`src/sv/bitmap_block_allocator_top_assert.svh`:
```
// Assertion macros for the bitmap block allocator.
`ifndef BITMAP_BLOCK_ALLOCATOR_TOP_ASSERT_SVH
`define BITMAP_BLOCK_ALLOCATOR_TOP_ASSERT_SVH

// Same-cycle implication, checked outside reset
`define BBAL_ASSERT_SAME(lbl, ante, cons, msg) \
    lbl: assert property (@(posedge i_clk) disable iff (!i_rst_n) (ante) |-> (cons)) \
        else $error(msg);

// Next-cycle implication, checked outside reset
`define BBAL_ASSERT_NEXT(lbl, ante, cons, msg) \
    lbl: assert property (@(posedge i_clk) disable iff (!i_rst_n) (ante) |=> (cons)) \
        else $error(msg);

`endif

```
`src/sv/bbal_pkg.sv`:
```
// Shared constants and code types for the bitmap block allocator.
`timescale 1ns / 1ps

package bbal_pkg;

    // Map word geometry
    localparam int WORD_W = 32;
    localparam int BIT_W  = 5;

    // Transaction field widths
    localparam int CMD_W    = 2;
    localparam int BLKNUM_W = 11;
    localparam int STATUS_W = 2;
    localparam int GRANT_W  = 10;
    localparam int TOTAL_W  = 11;

    // Parameter defaults
    localparam int NUM_BLOCKS_DEF     = 1024;
    localparam int RESERVED_FIRST_DEF = 1022;
    localparam int RESERVED_COUNT_DEF = 2;

    typedef logic [CMD_W-1:0]    t_cmd;
    typedef logic [STATUS_W-1:0] t_status;

    // Command codes
    localparam t_cmd CMD_ALLOC   = 2'd0;
    localparam t_cmd CMD_REQUEST = 2'd1;
    localparam t_cmd CMD_RELEASE = 2'd2;

    // Status codes
    localparam t_status STAT_OK      = 2'd0;
    localparam t_status STAT_NO_FREE = 2'd1;
    localparam t_status STAT_RANGE   = 2'd2;
    localparam t_status STAT_IN_USE  = 2'd3;

endpackage

```
`src/sv/bbal_ffz.sv`:
```
// Find-first-zero over one map word: lowest clear bit and its position.
`timescale 1ns / 1ps

module bbal_ffz (
    input  logic [bbal_pkg::WORD_W-1:0] i_word,
    output logic                        o_found,
    output logic [bbal_pkg::BIT_W-1:0]  o_pos
);

    // Scan from the top so the lowest clear bit wins
    always_comb begin
        o_found = ~&i_word;
        o_pos   = '0;
        for (int j = bbal_pkg::WORD_W - 1; j >= 0; j--) begin
            if (!i_word[j]) begin
                o_pos = bbal_pkg::BIT_W'(j);
            end
        end
    end

endmodule

```
`config.mk`:
```
export PLATFORM = sky130hd
export DESIGN_NAME = bbal_ffz
export DESIGN_NICKNAME = d
export VERILOG_FILES = /design/src/sv/bitmap_block_allocator_top_assert.svh /design/src/sv/bbal_pkg.sv /design/src/sv/bbal_ffz.sv
export SDC_FILE = /design/constraint.sdc
export NUM_CORES = 1
export LEC_CHECK = 0
export BUFFER_PORTS_ARGS = -buffer_cell sky130_fd_sc_hd__buf_2
export CAP_MARGIN = 20
export CELL_PAD_IN_SITES_DETAIL_PLACEMENT = 0
export CELL_PAD_IN_SITES_GLOBAL_PLACEMENT = 1
export CORE_MARGIN = 10
export CORE_UTILIZATION = 25
export DETAILED_ROUTE_END_ITERATION = 16
export GPL_TIMING_DRIVEN = 0
export PLACE_DENSITY_LB_ADDON = 0.2
export SYNTH_ARGS = -nofsm -noshare
export SYNTH_HDL_FRONTEND = slang
export SYNTH_SLANG_ARGS = --single-unit
```
`constraint.sdc`:
```
create_clock -name vclk -period 2.04
set_input_delay 0.306 -clock vclk [all_inputs]
set_output_delay 0.306 -clock vclk [all_outputs]
set_load 0.005 [all_outputs]
```
# Word level (Yosys, flattened, before mapping)
# Cells that the tools add are included.
# word_totals
latch_bits,0
wordCells,34
n_memories,0
in_bits,32
ram_bits,0
output_inout_bits,6
register_bits,0
rom_bits,0
# op_classes
muxes,32
n_bitwise,0
shifts,0
mul,0
div,0
reduce_logical,2
n_eq_ne,0
order_cmp,0
addsub,0
# ops
operator,count
$mux 5,32
$reduce_and 32->1,1
$logic_not 1->1,1

# Longest topological paths before layout
# Gate-level depths: netlist of run 1.
# logic_depth
word_depth,32
depth_mapped,5
depth_no_buf,5

# Worst setup path before layout of run 1
# No wires, ideal clock.
# synth_timing
path_kind,input -> output
from,input port i_word[11] (netlist name)
to,output port o_pos[0] (netlist name)
path_slack_ns,0.655
path_buffers,0
t_required_ns,1.734
stages,5
arrival_time_ns,1.079
path_cell_list,inv_1 o21ai_1 a21o_1 a2111oi_2 o221a_2
# synth_via
elab_chain_len,12
# synth_lines
element,line_no,rtl
from (decl),bbal_ffz.sv:5,"input logic [bbal_pkg::WORD_W-1:0] i_word,"
$mux 5 (12 in series),bbal_ffz.sv:15,if (!i_word[j]) begin
to (decl),bbal_ffz.sv:7,output logic [bbal_pkg::BIT_W-1:0] o_pos
# No other way between the ends.

# Final worst setup path of run 1
# Same ends and word-level chain as after synthesis.

==> run summary, run 1 <==
syn avg cell area = 5.95 um^2
Sequential Area = 0 um^2
clkbuf count = 0
Worst path most repeated cell = buf_2
layout net count = 138
DRT Wirelength = 1580 um
RSZ-0062 raised after global routing = false
leakage = 0.291 nW
Die Ht = 59.6 um
post-CTS setup buffer count = 0
Yosys top cell by area = nand4_1
GP Congestion = 0.890
Final Cycle Share = 82.7%
critical path's slowest cell = a2111oi_2
Synth Area in XOR/XNOR = 0%
I/O pin count = 38
setup TNS = 0 ns
Cell Count Post-Placement = 120
CP max FO = 4
DR pass1 iterations = 4
# setup viols final = 0
compound-gate portion of the synthesized area = 36.0%
vias in the first global route = 603
Routed Antenna Nets = 0
CP arrival = 1.38 ns
GRT Residual Overflow = 0
vias per cell = 5.31
synthesized cell area = 393 um^2
most common cell after layout, fill and taps aside = buf_2
Yosys top cell area share = 14.3%
Post-CTS Resized = 0
initial antenna violation count = 0
Via Count = 637
# rows = 14
synth warn = 0
Core Area = 1490 um^2
CP required = 1.73 ns
Syn Inst Count = 66
post-route insts no fill = 120
share of layout cells above drive strength 1 = 42.3%
Setup crit end kind = output port
Placement Cell Area = 603 um^2
WHS = 0.964 ns
Die Span X = 59.6 um
DRT iter0 DRCs = 11
most frequent cells in the layout = buf_2, nand2_1, nand4_1
Syn-to-layout area delta = 53.5%
All-Layer GR Usage = 8.56%
Seq/Total Area, Yosys = 0%
Starting Density = 26.4%
Post-Synth Simple-Gate Area = 58.3%
Cell Pwr Density = 141 nW/um^2
Max VDD drop = 49.8 uV
hold_buf cts = 0
worst-margin pin slew = 0.283 ns
# port buffers = 38
first-pass GRT wire length = 2580 um
HPWL after detailed placement = 1450 um
syn nets = 98
status = completed
Min Clock Period, post-route = 1.69 ns
maximum number of pins on one net before global-route repair = 6
wire per inst = 13.2 um
Hold Fails Final Rpt = 0
crit-path cells = buf_2 -> inv_1 -> o21ai_1 -> a21o_1 -> a2111oi_2 -> o221a_2 -> buf_2
nature of the critical path startpoint = input pin
Top Family by Delay on Critical Path = compound AO/OA/AOI/OAI gates
Final WS setup = 0.352 ns
largest family of logic cells by synthesized area = simple AND/OR/NAND/NOR gates
CP Buf/Inv Count = 3
Placement Setup Slack = 0.335 ns
upper clock frequency limit = 593 MHz
max incr delay on CP = 0.29 ns
Die ar. = 3560 um^2
finished layout cell area = 603 um^2
kind of critical path = in -> out
Slew Limit Fails = 0
number of diodes = 0
final core utilization = 40.5%
post-synth cell types = 22
DRC = 0
max cap viols = 0
top post-synthesis cells by area = nand4_1, nand2_1, nand3_1
Tot Pwr = 0.0849 mW
Seq Cell Count = 0
adder-cell share of the synthesized area = 0%
multiplexer share of the synthesized area = 0%
slew margin rel. = 81.1%
HP Class = in -> out
-- kinds of logic after synthesis --
| family | Yosys count |
|---|---|
| and+or+nand+nor | 39 |
| buffers and inverters | 6 |
| AOI/OAI and AO/OA | 21 |
-- final cells by class --
type | count | area (um^2)
fillers | 169 | 886
repair buffers | 38 | 190
multi-input cells | 60 | 370
well taps | 16 | 20.0
inverters | 6 | 22.5
-- layer usage --
layer	vias to the layer above	global-route usage [%]	part of all wire (%)
met1	268	11.4	45
met2	30	13.1	41
met4	0	0	0
li1	339	-	-
met5	-	0	0
met3	0	3.65	13
-- final timing paths --
path	depth (start not counted)	slack (ns)	startpoint	to
max	7	0.35	i_word[11]	o_pos[0]
min	3	0.96	i_word[0]	o_pos[0]
-- power breakdown --
group / internal [mW] / leakage [nW] / switching, mW
logic: 0.0392 / 0.291 / 0.0456
clock network: 0 / 0 / 0
registers: 0 / 0 / 0
total: 0.0392 / 0.291 / 0.0456
-- Yosys cell counts --
cell	n
a31oi_1	4
nand3_1	6
nand2_1	11
nand2b_1	1
a21o_1	1
or3_4	2
o221a_2	1
a2111oi_2	1
nor3_1	1
and4_1	1
a21oi_1	5
nand4_1	9
o2111ai_1	2
nor4_2	1
inv_1	6
o21bai_1	1
a211oi_1	1
nor3_4	1
nor2_1	4
o21ai_1	1
o21ai_0	4
nand3b_1	2
(Power assumes the default switching activity.)
==> run 2, diff against run 1 <==
--- a/config.mk
+++ b/config.mk
@@ -10,7 +10,7 @@
 export CELL_PAD_IN_SITES_DETAIL_PLACEMENT = 0
 export CELL_PAD_IN_SITES_GLOBAL_PLACEMENT = 1
 export CORE_MARGIN = 10
-export CORE_UTILIZATION = 25
+export CORE_UTILIZATION = 21
 export DETAILED_ROUTE_END_ITERATION = 16
 export GPL_TIMING_DRIVEN = 0
 export PLACE_DENSITY_LB_ADDON = 0.2
==> constraint.sdc (replaced) <==
create_clock -name vclk -period 1.4
set_input_delay 0.21 -clock vclk [all_inputs]
set_output_delay 0.21 -clock vclk [all_outputs]
set_load 0.005 [all_outputs]
==> run summary, run 2 (synthesized netlist as in run 1, its figures left out) <==
share of layout cells above drive strength 1 = 51.4%
final core utilization = 43.4%
vias in the first global route = 660
DRT iter0 DRCs = 14
most common cell after layout, fill and taps aside = buf_2
Final Cycle Share = 101%
number of diodes = 0
# setup viols final = 1
Tot Pwr = 0.162 mW
area of the multi-input gates = 419 um^2
nature of the critical path startpoint = input pin
CP required = 1.19 ns
Setup crit end kind = output port
Core Area = 1750 um^2
I/O pin count = 38
upper clock frequency limit = 710 MHz
DRT Wirelength = 1820 um
slew margin rel. = 83.5%
leakage = 0.335 nW
CP max FO = 4
Placement Cell Area = 614 um^2
Filler cells = 189
HP Class = in -> out
Max VDD drop = 83.7 uV
status = finished with violations
Die Ht = 63.3 um
Cell Pwr Density = 214 nW/um^2
Min Clock Period, post-route = 1.41 ns
GRT Residual Overflow = 0
Routed Antenna Nets = 0
Die ar. = 4000 um^2
Die Span X = 63.3 um
vias per cell = 5.07
RSZ-0062 raised after global routing = true
failing checks = negative setup slack
kind of critical path = in -> out
All-Layer GR Usage = 7.93%
HPWL after detailed placement = 1510 um
DRC = 0
worst-margin pin slew = 0.248 ns
finished layout cell area = 757 um^2
clkbuf count = 0
GP Congestion = 0.777
CP arrival = 1.20 ns
layout net count = 143
first-pass GRT wire length = 2840 um
# rows = 15
Via Count = 679
Slew Limit Fails = 0
Syn-to-layout area delta = 92.7%
# port buffers = 38
wire per inst = 13.6 um
Final WS setup = -0.00922 ns
DR pass1 iterations = 4
initial antenna violation count = 0
hold_buf cts = 0
max cap viols = 0
Sequential Area = 0 um^2
Hold Fails Final Rpt = 0
Seq Cell Count = 0
most frequent cells in the layout = buf_2, nand2_1, buf_4
Starting Density = 22.5%
maximum number of pins on one net before global-route repair = 6
-- run 2: changes by cell type in the layout (fill, tap and decap cells not counted), moves of 2 or more --
cell     before  now
buf_2        38   26
buf_4         0   10
buf_6         0    7
o21ai_0       4    2
-- run 2: metal layers --
metal	up-vias	global-route usage, %	routed length, um
met5	-	0	0
met2	17	14.7	928
li1	348	-	-
met1	314	9.90	814
met3	0	1.06	73
met4	0	0	0
-- run 2: area by class of cell --
class,instances,share of cell area [%]
Tap cell,25,4.13
Multi-Input combinational cell,60,55.4
Inverter,6,2.98
Timing Repair Buffer,43,37.5
-- run 2: path summary, 6_finish.rpt --
check / startpoint / endpoint / slack [ns] / cells after the start
hold / removal: i_word[0] / o_pos[0] / 0.74 / 3
setup / recovery: i_word[11] / o_pos[0] / -0.009 / 7
-- run 2: power by group --
group	total [mW]	internal (mW)	leakage, nW	switching (mW)
Combinational	0.162	0.0822	0.335	0.0796
Sequential	0	0	0	0
Clock	0	0	0	0
Total	0.162	0.0822	0.335	0.0796
-- run 2: per-stage QoR --
stage | cells | setup TNS, ns | hold WS [ns] | setup slack, ns
after floorplan | 66 | 0 | 0.516 | 0.207
after global placement | 129 | -0.199 | 0.770 | -0.113
after detailed placement | 129 | -0.197 | 0.764 | -0.109
after CTS | 133 | -0.0275 | 0.764 | -0.0275
after global routing | 134 | -0.123 | 0.754 | -0.0516
final | 134 | -0.00922 | 0.739 | -0.00922
-- run 2: what timing repair did --
| item | 4_1_cts | 5_1_grt |
|---|---|---|
| buffers inserted | 4 | 1 |
| setup endpoints to repair | 3 | 5 |
| pin swaps | 6 | 4 |
| resized for setup | 7 | 20 |
-- run 2: worst max-delay path: stages --
cell	delay, ns
buf_6	0.10
inv_2	0.04
o21ai_2	0.05
a21o_1	0.19
a2111oi_4	0.28
o221a_2	0.24
buf_6	0.09
