### src/sv/bitmap_block_allocator_top_assert.svh
// Assertion macros for the bitmap block allocator.
`ifndef BITMAP_BLOCK_ALLOCATOR_TOP_ASSERT_SVH
`define BITMAP_BLOCK_ALLOCATOR_TOP_ASSERT_SVH

// Same-cycle implication, checked outside reset
`define BBAL_ASSERT_SAME(lbl, ante, cons, msg) \
    lbl: assert property (@(posedge i_clk) disable iff (!i_rst_n) (ante) |-> (cons)) \
        else $error(msg);

// Next-cycle implication, checked outside reset
`define BBAL_ASSERT_NEXT(lbl, ante, cons, msg) \
    lbl: assert property (@(posedge i_clk) disable iff (!i_rst_n) (ante) |=> (cons)) \
        else $error(msg);

`endif

### src/sv/bbal_pkg.sv
// Shared constants and code types for the bitmap block allocator.
`timescale 1ns / 1ps

package bbal_pkg;

    // Map word geometry
    localparam int WORD_W = 32;
    localparam int BIT_W  = 5;

    // Transaction field widths
    localparam int CMD_W    = 2;
    localparam int BLKNUM_W = 11;
    localparam int STATUS_W = 2;
    localparam int GRANT_W  = 10;
    localparam int TOTAL_W  = 11;

    // Parameter defaults
    localparam int NUM_BLOCKS_DEF     = 1024;
    localparam int RESERVED_FIRST_DEF = 1022;
    localparam int RESERVED_COUNT_DEF = 2;

    typedef logic [CMD_W-1:0]    t_cmd;
    typedef logic [STATUS_W-1:0] t_status;

    // Command codes
    localparam t_cmd CMD_ALLOC   = 2'd0;
    localparam t_cmd CMD_REQUEST = 2'd1;
    localparam t_cmd CMD_RELEASE = 2'd2;

    // Status codes
    localparam t_status STAT_OK      = 2'd0;
    localparam t_status STAT_NO_FREE = 2'd1;
    localparam t_status STAT_RANGE   = 2'd2;
    localparam t_status STAT_IN_USE  = 2'd3;

endpackage

### src/sv/bbal_map_ram.sv
// Used/free map storage: one write port, one registered read port.
`timescale 1ns / 1ps

module bbal_map_ram #(
    parameter int DEPTH  = 32,
    parameter int ADDR_W = 5
) (
    input  logic                        i_clk,
    input  logic                        i_we,
    input  logic [ADDR_W-1:0]           i_waddr,
    input  logic [bbal_pkg::WORD_W-1:0] i_wdata,
    input  logic [ADDR_W-1:0]           i_raddr,
    output logic [bbal_pkg::WORD_W-1:0] o_rdata
);

    logic [bbal_pkg::WORD_W-1:0] r_mem [DEPTH];
    logic [bbal_pkg::WORD_W-1:0] r_rdata;

    // Write port
    always_ff @(posedge i_clk) begin
        if (i_we) begin
            r_mem[i_waddr] <= i_wdata;
        end
    end

    // Registered read port
    always_ff @(posedge i_clk) begin
        r_rdata <= r_mem[i_raddr];
    end

    assign o_rdata = r_rdata;

endmodule

### config.mk
export PLATFORM = sky130hd
export DESIGN_NAME = bbal_map_ram
export DESIGN_NICKNAME = d
export VERILOG_FILES = /design/src/sv/bitmap_block_allocator_top_assert.svh /design/src/sv/bbal_pkg.sv /design/src/sv/bbal_map_ram.sv
export SDC_FILE = /design/constraint.sdc
export NUM_CORES = 1
export LEC_CHECK = 0
export ABC_CLOCK_PERIOD_IN_PS = 8250
export BUFFER_PORTS_ARGS = -buffer_cell sky130_fd_sc_hd__buf_2
export CAP_MARGIN = 0
export CORE_MARGIN = 2
export CORE_UTILIZATION = 50
export CTS_BUF_LIST = sky130_fd_sc_hd__clkbuf_4 sky130_fd_sc_hd__clkbuf_8 sky130_fd_sc_hd__clkbuf_16
export DETAILED_ROUTE_END_ITERATION = 7
export PLACE_DENSITY_LB_ADDON = 0.25
export SLEW_MARGIN = 20
export SYNTH_ARGS = -nofsm -noshare
export SYNTH_HDL_FRONTEND = slang
export SYNTH_SLANG_ARGS = --single-unit
### constraint.sdc
create_clock -name i_clk -period 8.25 [get_ports i_clk]
set_clock_uncertainty 0.15 [all_clocks]
set_input_delay 1.65 -clock i_clk [delete_from_list [all_inputs] [get_ports i_clk]]
set_output_delay 1.65 -clock i_clk [all_outputs]
set_load 0.1 [all_outputs]
After elaboration in Yosys (flattened, before gate mapping). Memories as Yosys holds them, arrays and structs flattened. A register that Yosys moved wholly into a read port is not among the register bits. Cells that the tools add are included.

Register bits: 0. Latch bits: 0. RAM bits: 1024. ROM bits: 0. Output and inout bits: 32. Word-level logic and storage cells: 3. Memories: 1.

Memories: r_mem (depth 32, width 32, rd ports 1, clocked after Yosys merged registers in 1, wr ports 1, RTL line bbal_map_ram.sv:16) `logic [bbal_pkg::WORD_W-1:0] r_mem [DEPTH];`.

Add/subtract/negate cells: 0. Multiply operators: 0. Divide/modulo/power cells: 0. $lt $le $gt $ge: 0. Equal/unequal tests: 0. Shift-type cells: 0. Multiplexer cells: 2. Bitwise gates (word level): 0. Reduce and logical (&&, ||, !) cells: 0.

Operator list (count): two-way mux 1 bit (2).

Depth between registers and ports, before layout. Gate-level depths: netlist (run 1).

Word-level depth: 2. Mapped depth: 8.

Worst setup path after synthesis (run 1). Ideal clock, no wire load.

Path type: input-to-reg. Start point: input i_waddr[1]. End point: memory r_mem[12][0] in the netlist's numbering, enable pin. Setup time: 421 ps. Arrival: 3663 ps. Data required time: 7679 ps. Setup slack: 4016 ps. Stages: 3. Path through: or3b_2 > clkbuf_1 > nor2_1.

RTL lines: start: declaration (RTL line bbal_map_ram.sv:10) `input logic [ADDR_W-1:0] i_waddr,`; end: declaration (RTL line bbal_map_ram.sv:16).

No word-level cell before the write port.

==> results of run 1 <==
## tightest hold or removal path: stages, from the launching register on
cell      delay (ns)
edfxtp_1        0.32
mux2i_1         0.06
nand2_1         0.06
a31oi_1         0.06
nand3_1         0.06
## layout make-up
| type | count | area share [%] |
|---|---|---|
| repair buffers | 122 | 1.787 |
| multi-input cells | 1077 | 18.92 |
| flip-flops and latches | 1056 | 68.96 |
| well taps | 1060 | 2.914 |
| clock buffers | 147 | 6.603 |
| clock inverters | 40 | 0.8164 |
## cells in the mapped netlist (all sizes together)
master     n
a21oi     96
a22o      64
a22oi     96
a31oi     32
and2       1
and2b      1
buf       79
clkbuf    48
dfxtp     32
edfxtp  1024
mux2i    512
nand2     98
nand2b     2
nand3     98
nand3b     5
nor2      34
nor2b      1
nor3      32
or2        1
or3        1
or3b       3
## how the worst max path moves through the flow
| stage | from | to | slack [ns] | cells after the start |
|---|---|---|---|---|
| floorplan | i_waddr[1] | r_mem[12][0] | 4.02 | 3 |
| global placement | i_raddr[0] | o_rdata[11] | 3.92 | 7 |
| detailed placement | i_waddr[1] | r_mem[9][15] | 3.85 | 4 |
| CTS | i_waddr[1] | r_mem[9][18] | 4.54 | 4 |
| global route | i_raddr[0] | o_rdata[13] | 4.38 | 7 |
| finish | i_raddr[0] | o_rdata[4] | 4.54 | 7 |
## routing by layer
layer  vias to the layer above  wire length (microns)  global-route usage, %
met5                         -                     34                      0
met4                         6                   2430                  7.254
met3                       166                   6746                  3.333
met2                       804                  48300                  39.18
met1                     11040                  41270                  32.96
li1                       9190                      -                      -
## sequential cells by signal, indices dropped and copies added (netlist names)
name,cells
o_rdata,32
r_mem,1024
## placed cells by master, fill, tap and decap left out, types with 10 or more instances in the layout
master and instances:
clkbuf_4 32, a22oi_1 96, a31oi_1 32, edfxtp_1 1024, nor2_4 33, nor3_1 32
nand2_1 97, clkbuf_8 10, nand3_1 98, buf_4 41, buf_2 74, a22o_1 64
clkinv_2 21, mux2i_1 512, a21oi_1 96, clkbuf_16 105, dfxtp_1 32
## per-stage QoR
step	total power, mW	std cells	utilization, %	hold slack (ns)
final	11.33	3502	56.69	0.4467
after global routing	11.63	3502	56.69	0.4828
after CTS	11.38	3502	56.69	0.4459
after detailed placement	6.795	3315	52.49	0.4306
after global placement	6.782	3315	52.49	0.4219
after floorplan	6.560	2260	-	0.4029
## cell families (layout without fill, tap and decap cells)
group	Yosys count	count (layout)
flip-flops	1056	1056
multiplexers	512	512
AO/OA/AOI/OAI	288	288
AND/OR/NAND/NOR	277	277
buffers and inverters	127	309
## power groups by stage
stage,combinational (mW),clock [mW],sequential [mW]
floorplan,0.308,0,6.25
global placement,0.675,0,6.11
detailed placement,0.686,0,6.11
CTS,0.688,4.70,6.00
global route,0.727,4.91,6.00
finish,0.688,4.64,5.99
==> results_dict.tcl, run 1 <==
set metrics [dict create \
    layout.nets 2401 \
    cts_resized 0 \
    relSlewSlack_pct 24.60 \
    ios 76 \
    ys_seq_area_share_pct 77.54 \
    cts_buffers 100 \
    hold_start "r_mem[17][25]" \
    grt_overflow 0 \
    post_drt_via_cell_ratio 6.055 \
    post_cts_buffers 0 \
    min_to "o_rdata[25]" \
    setup_viol 0 \
    fillCellCount 5966 \
    wl_per_cell_microns 28.21 \
    grt.total_usage_pct 23.72 \
    hpwl_microns 46380 \
    pwr-share-clk_pct 41.0 \
    swShare_pct 21.61 \
    syn_area_per_cell_sq_um 17.91 \
    drt-total-wl_microns 98780 \
    start_util_pct 50.43 \
    grt_max_degree 129 \
    first_pass_iters 5 \
    synthCells 2260 \
    cts_hold_buf 0 \
    clk_latency_ns 0.65 \
    cp_num_buf_inv 2 \
    hold_viol_final 0 \
    die_w_microns 288.6 \
    min_path_type "register to register" \
    core_area_sq_um 80290 \
    synth-xor-area-share_pct 0 \
    clkTransAtPathRegs_ns 0.06 \
    startpoint_type "primary input" \
    regArea_sq_um 31390 \
    synth-seq-cells 1056 \
    setup.worst_path.class "primary input to register" \
    port_buffers 75 \
    r2r_end "o_rdata[13]" \
    cts.sinks 1056 \
    setup_ws_ns 4.537 \
    yosys.area_share.simple_pct 3.100 \
    synthMuxAreaShare_pct 12.66 \
    num_rows 104 \
    diodes 0 \
    reg2regPathDepth 5 \
    power.net_switching_mw 2.448 \
    path_delay_family "buffers and inverters" \
    cp_slowest_cell "buf_8" \
    dieArea_sq_um 83260 \
    grt_pass1_wl_microns 142600 \
    whs_path_depth 4 \
    cap_violations 0 \
    antenna_left 0 \
    p_seq_share_pct 52.9 \
    cp-end-kind "register" \
    area_delta_synth_final_pct 12.43 \
    antenna_found_initial 3 \
    synth_top_area_cell "edfxtp_1" \
    pwr-share-comb_pct 6.1 \
    synth_compound_area_share_pct 4.846 \
    r2r_slack_ns 6.68 \
    worstMarginPinSlew_ns 1.131 \
    yosysTopAreaCellShare_pct 75.95 \
    run_status "finished, final reports clean" \
    cts.root.buffer_cell "clkbuf_16" \
    drt_iter0_drc 2457 \
    ys_types 25 \
    multi_input_area_sq_um 8610 \
    irDropWorstVdd_uv 158.8 \
    drv_slew 0 \
    vias 21200 \
    cts_tree "done" \
    rsz0062_at_grt "no" \
    dpl_worst_slack_ns 3.853 \
    route.detailed.drc 0 \
    grt_pass1_vias 20800 \
    p_leak_nw 15.86 \
    r2r-start "r_mem[7][13]" \
    crit_fanout 88 \
    fmax_mhz 269.3 \
    min_period_ns 3.713 \
    fin_area_sq_um 45520 \
    drive_above_1_share_pct 14.05 \
    syn-cell-area_sq_um 40490 \
    internal-power_mw 8.880 \
    htree_levels 3 \
    synth_top_family_by_area "multiplexers" \
    cpPeakStageDelay_ns 0.66 \
    yosysWarnings 0 \
    die_h_microns 288.6 \
    cp_data_required_time_ns 8.60 \
    cp_data_arrival_time_ns 4.06 \
    crit_chain "buf_8 > buf_12 > mux2i_1 > a22o_1 > nor3_1 > a31oi_1 > nand3_1" \
    powerDensity_nw_per_um2 248.9 \
    place_congestion 0.7613 \
    clk_path_buf_depth 3 \
    ys_top_cells_by_area "edfxtp_1, mux2i_1, a22oi_1" \
    synthAdderAreaFrac_pct 0 \
    tns_ns 0 \
    place_area_sq_um 42140 \
    synth_nets 2304 \
    timing.final.crit_share_pct 45.00 \
]
No activity file was read; power rests on OpenSTA's default activity.
==> run 2: changes to the inputs <==
- ABC_AREA: not set -> 1
- ABC_CLOCK_PERIOD_IN_PS: 8250 -> 3500
- clock period: 8.25 -> 3.5 ns (I/O delays scaled with it)
==> results_dict.tcl, run 2 <==
set metrics [dict create \
    grt_pass1_vias 25770 \
    ys_types 14 \
    cpPeakStageDelay_ns 0.52 \
    first_pass_iters 6 \
    cp_data_required_time_ns 2.65 \
    route.detailed.drc 0 \
    drv_slew 0 \
    cts_tree "done" \
    ys_top_cells_by_area "edfxtp_1, nand2_1, nand3_1" \
    layout.nets 3622 \
    synth_most_common_cell "nand2_1" \
    die_h_microns 295.2 \
    drt_iter0_drc 3161 \
    p_leak_nw 17.53 \
    cp-startpoint "o_rdata[16]" \
    port_buffers 75 \
    powerDensity_nw_per_um2 580.2 \
    regArea_sq_um 31390 \
    fmax_mhz 394.3 \
    timing.final.crit_share_pct 72.46 \
    relSlewSlack_pct 22.86 \
    synthCells 3536 \
    synthMuxAreaShare_pct 0 \
    final_util_pct 57.06 \
    yosys.area_share.simple_pct 22.24 \
    cts_buffers 105 \
    drive_above_1_share_pct 10.20 \
    dpl_worst_slack_ns 0.7554 \
    largest_reg_flops 1024 \
    synth_compound_area_share_pct 0 \
    setup.worst_path.class "register to output port" \
    rsz0062_at_grt "no" \
    post_cts_buffers 0 \
    syn-cell-area_sq_um 42410 \
    worstMarginPinSlew_ns 1.155 \
    start_util_pct 50.59 \
    cts_hold_buf 0 \
    area_delta_synth_final_pct 12.79 \
    wl_per_cell_microns 22.97 \
    run_status "finished, final reports clean" \
    synthAdderAreaFrac_pct 0 \
    most-common-layout-cells "nand2_1, edfxtp_1, nand3_1, clkbuf_16, buf_2" \
    post_drt_via_cell_ratio 5.609 \
    htree_levels 3 \
    path_delay_family "flip-flops" \
    crit_chain "buf_2" \
    antenna_found_initial 6 \
    clk_path_buf_depth 3 \
    hold_ws_ns 0.3824 \
    cp_slowest_cell "dfxtp_1" \
    cts_resized 0 \
    hpwl_microns 51830 \
    min_path_type "primary input to register" \
    synth-seq-cells 1056 \
    fillCellCount 6699 \
    syn_area_per_cell_sq_um 11.99 \
    setup_viol 0 \
    grt_pass1_wl_microns 163600 \
    final_common_cell "nand2_1" \
    tns_ns 0 \
    setup_ws_ns 0.9639 \
    synth-xor-area-share_pct 0 \
    yosysTopAreaCellShare_pct 72.51 \
    hold_viol_final 0 \
    synth_top_area_cell "edfxtp_1" \
    crit_fanout 1 \
    cp-end-kind "output port" \
    async_flop_share_pct 0 \
    yosysWarnings 0 \
    cap_violations 0 \
    place_congestion 0.7661 \
    cp_data_arrival_time_ns 1.69 \
    clk_latency_ns 0.66 \
    grt_max_degree 146 \
    ys_seq_area_share_pct 74.02 \
    min_period_ns 2.536 \
    r2r-start "r_mem[15][30]" \
    irDropWorstVdd_uv 437.0 \
    antenna_left 0 \
    clkTransAtPathRegs_ns 0.06 \
    die_w_microns 295.2 \
    core_area_sq_um 83820 \
    num_rows 106 \
    top_register "r_mem" \
    ios 76 \
    synth_top_family_by_area "simple AND/OR/NAND/NOR gates" \
    grt.total_usage_pct 25.46 \
    dieArea_sq_um 87160 \
    vias 26930 \
    drt-total-wl_microns 110300 \
    multi_input_area_sq_um 9669 \
    synth-edff-count 1024 \
    cp_num_buf_inv 1 \
    cts.root.buffer_cell "clkbuf_16" \
    synth_nets 3580 \
    cts.sinks 1056 \
    synth_common_cells "nand2_1, edfxtp_1, nand3_1" \
    hold_start "i_wdata[13]" \
    grt_overflow 0 \
    r2r_slack_ns 2.20 \
    power_mw 27.75 \
    ys.flop_type "edfxtp_1" \
    startpoint_type "register" \
]
==> run 2: changes by cell type after synthesis, moves of 51 or more <==
cell     delta
nand2_1  +1342
nand3_1   +682
mux2i_1   -512
a21oi_1    -96
a22oi_1    -96
a22o_1     -64
buf_2      +57
buf_6      +51
==> run 2: path summary, 6_finish.rpt <==
| path | to | depth (start not counted) |
|---|---|---|
| worst min register to register | o_rdata[27] | 8 |
| worst min-delay path | r_mem[8][13] | 1 |
| worst max-delay path | o_rdata[16] | 1 |
| worst max register to register | o_rdata[30] | 8 |
==> run 2: logic make-up (layout without fill, tap and decap cells) <==
group,Yosys count,count (layout)
and+or+nand+nor,2252,2252
DFF,1056,1056
buffers and inverters,228,359
other,0,1
==> run 2: area by class of cell <==
cell class	instances	share of cell area, %
Antenna cell	1	0.005232
Clock buffer	145	6.440
Clock inverter	51	1.224
Inverter	10	0.1413
Multi-Input combinational cell	2252	20.22
Sequential cell	1056	65.63
Tap cell	1134	2.966
Timing Repair Buffer	153	3.377
==> run 2: report_power, final <==
group	internal, mW	switching [mW]	leakage (nW)
combinational	0.432	1.46	6.20
sequential	14.1	0.0779	9.49
clock	7.09	4.63	1.84
total	21.6	6.17	17.5
==> run 2: routing by layer <==
| metal | GRT usage [%] | wire (microns) | up-vias |
|---|---|---|---|
| met5 | 0 | 11 | - |
| met4 | 7.986 | 3088 | 2 |
| met3 | 3.195 | 8143 | 196 |
| met2 | 42.94 | 54010 | 1101 |
| met1 | 34.65 | 45030 | 13200 |
| li1 | - | - | 12430 |
==> run 2: per-stage QoR <==
step / instance area [sq um] / cells
6_report: 47830 / 4802
5_1_grt: 47830 / 4802
4_1_cts: 47830 / 4801
3_5_place_dp: 44160 / 4605
3_3_place_gp: 44160 / 4605
2_1_floorplan: 42410 / 3536
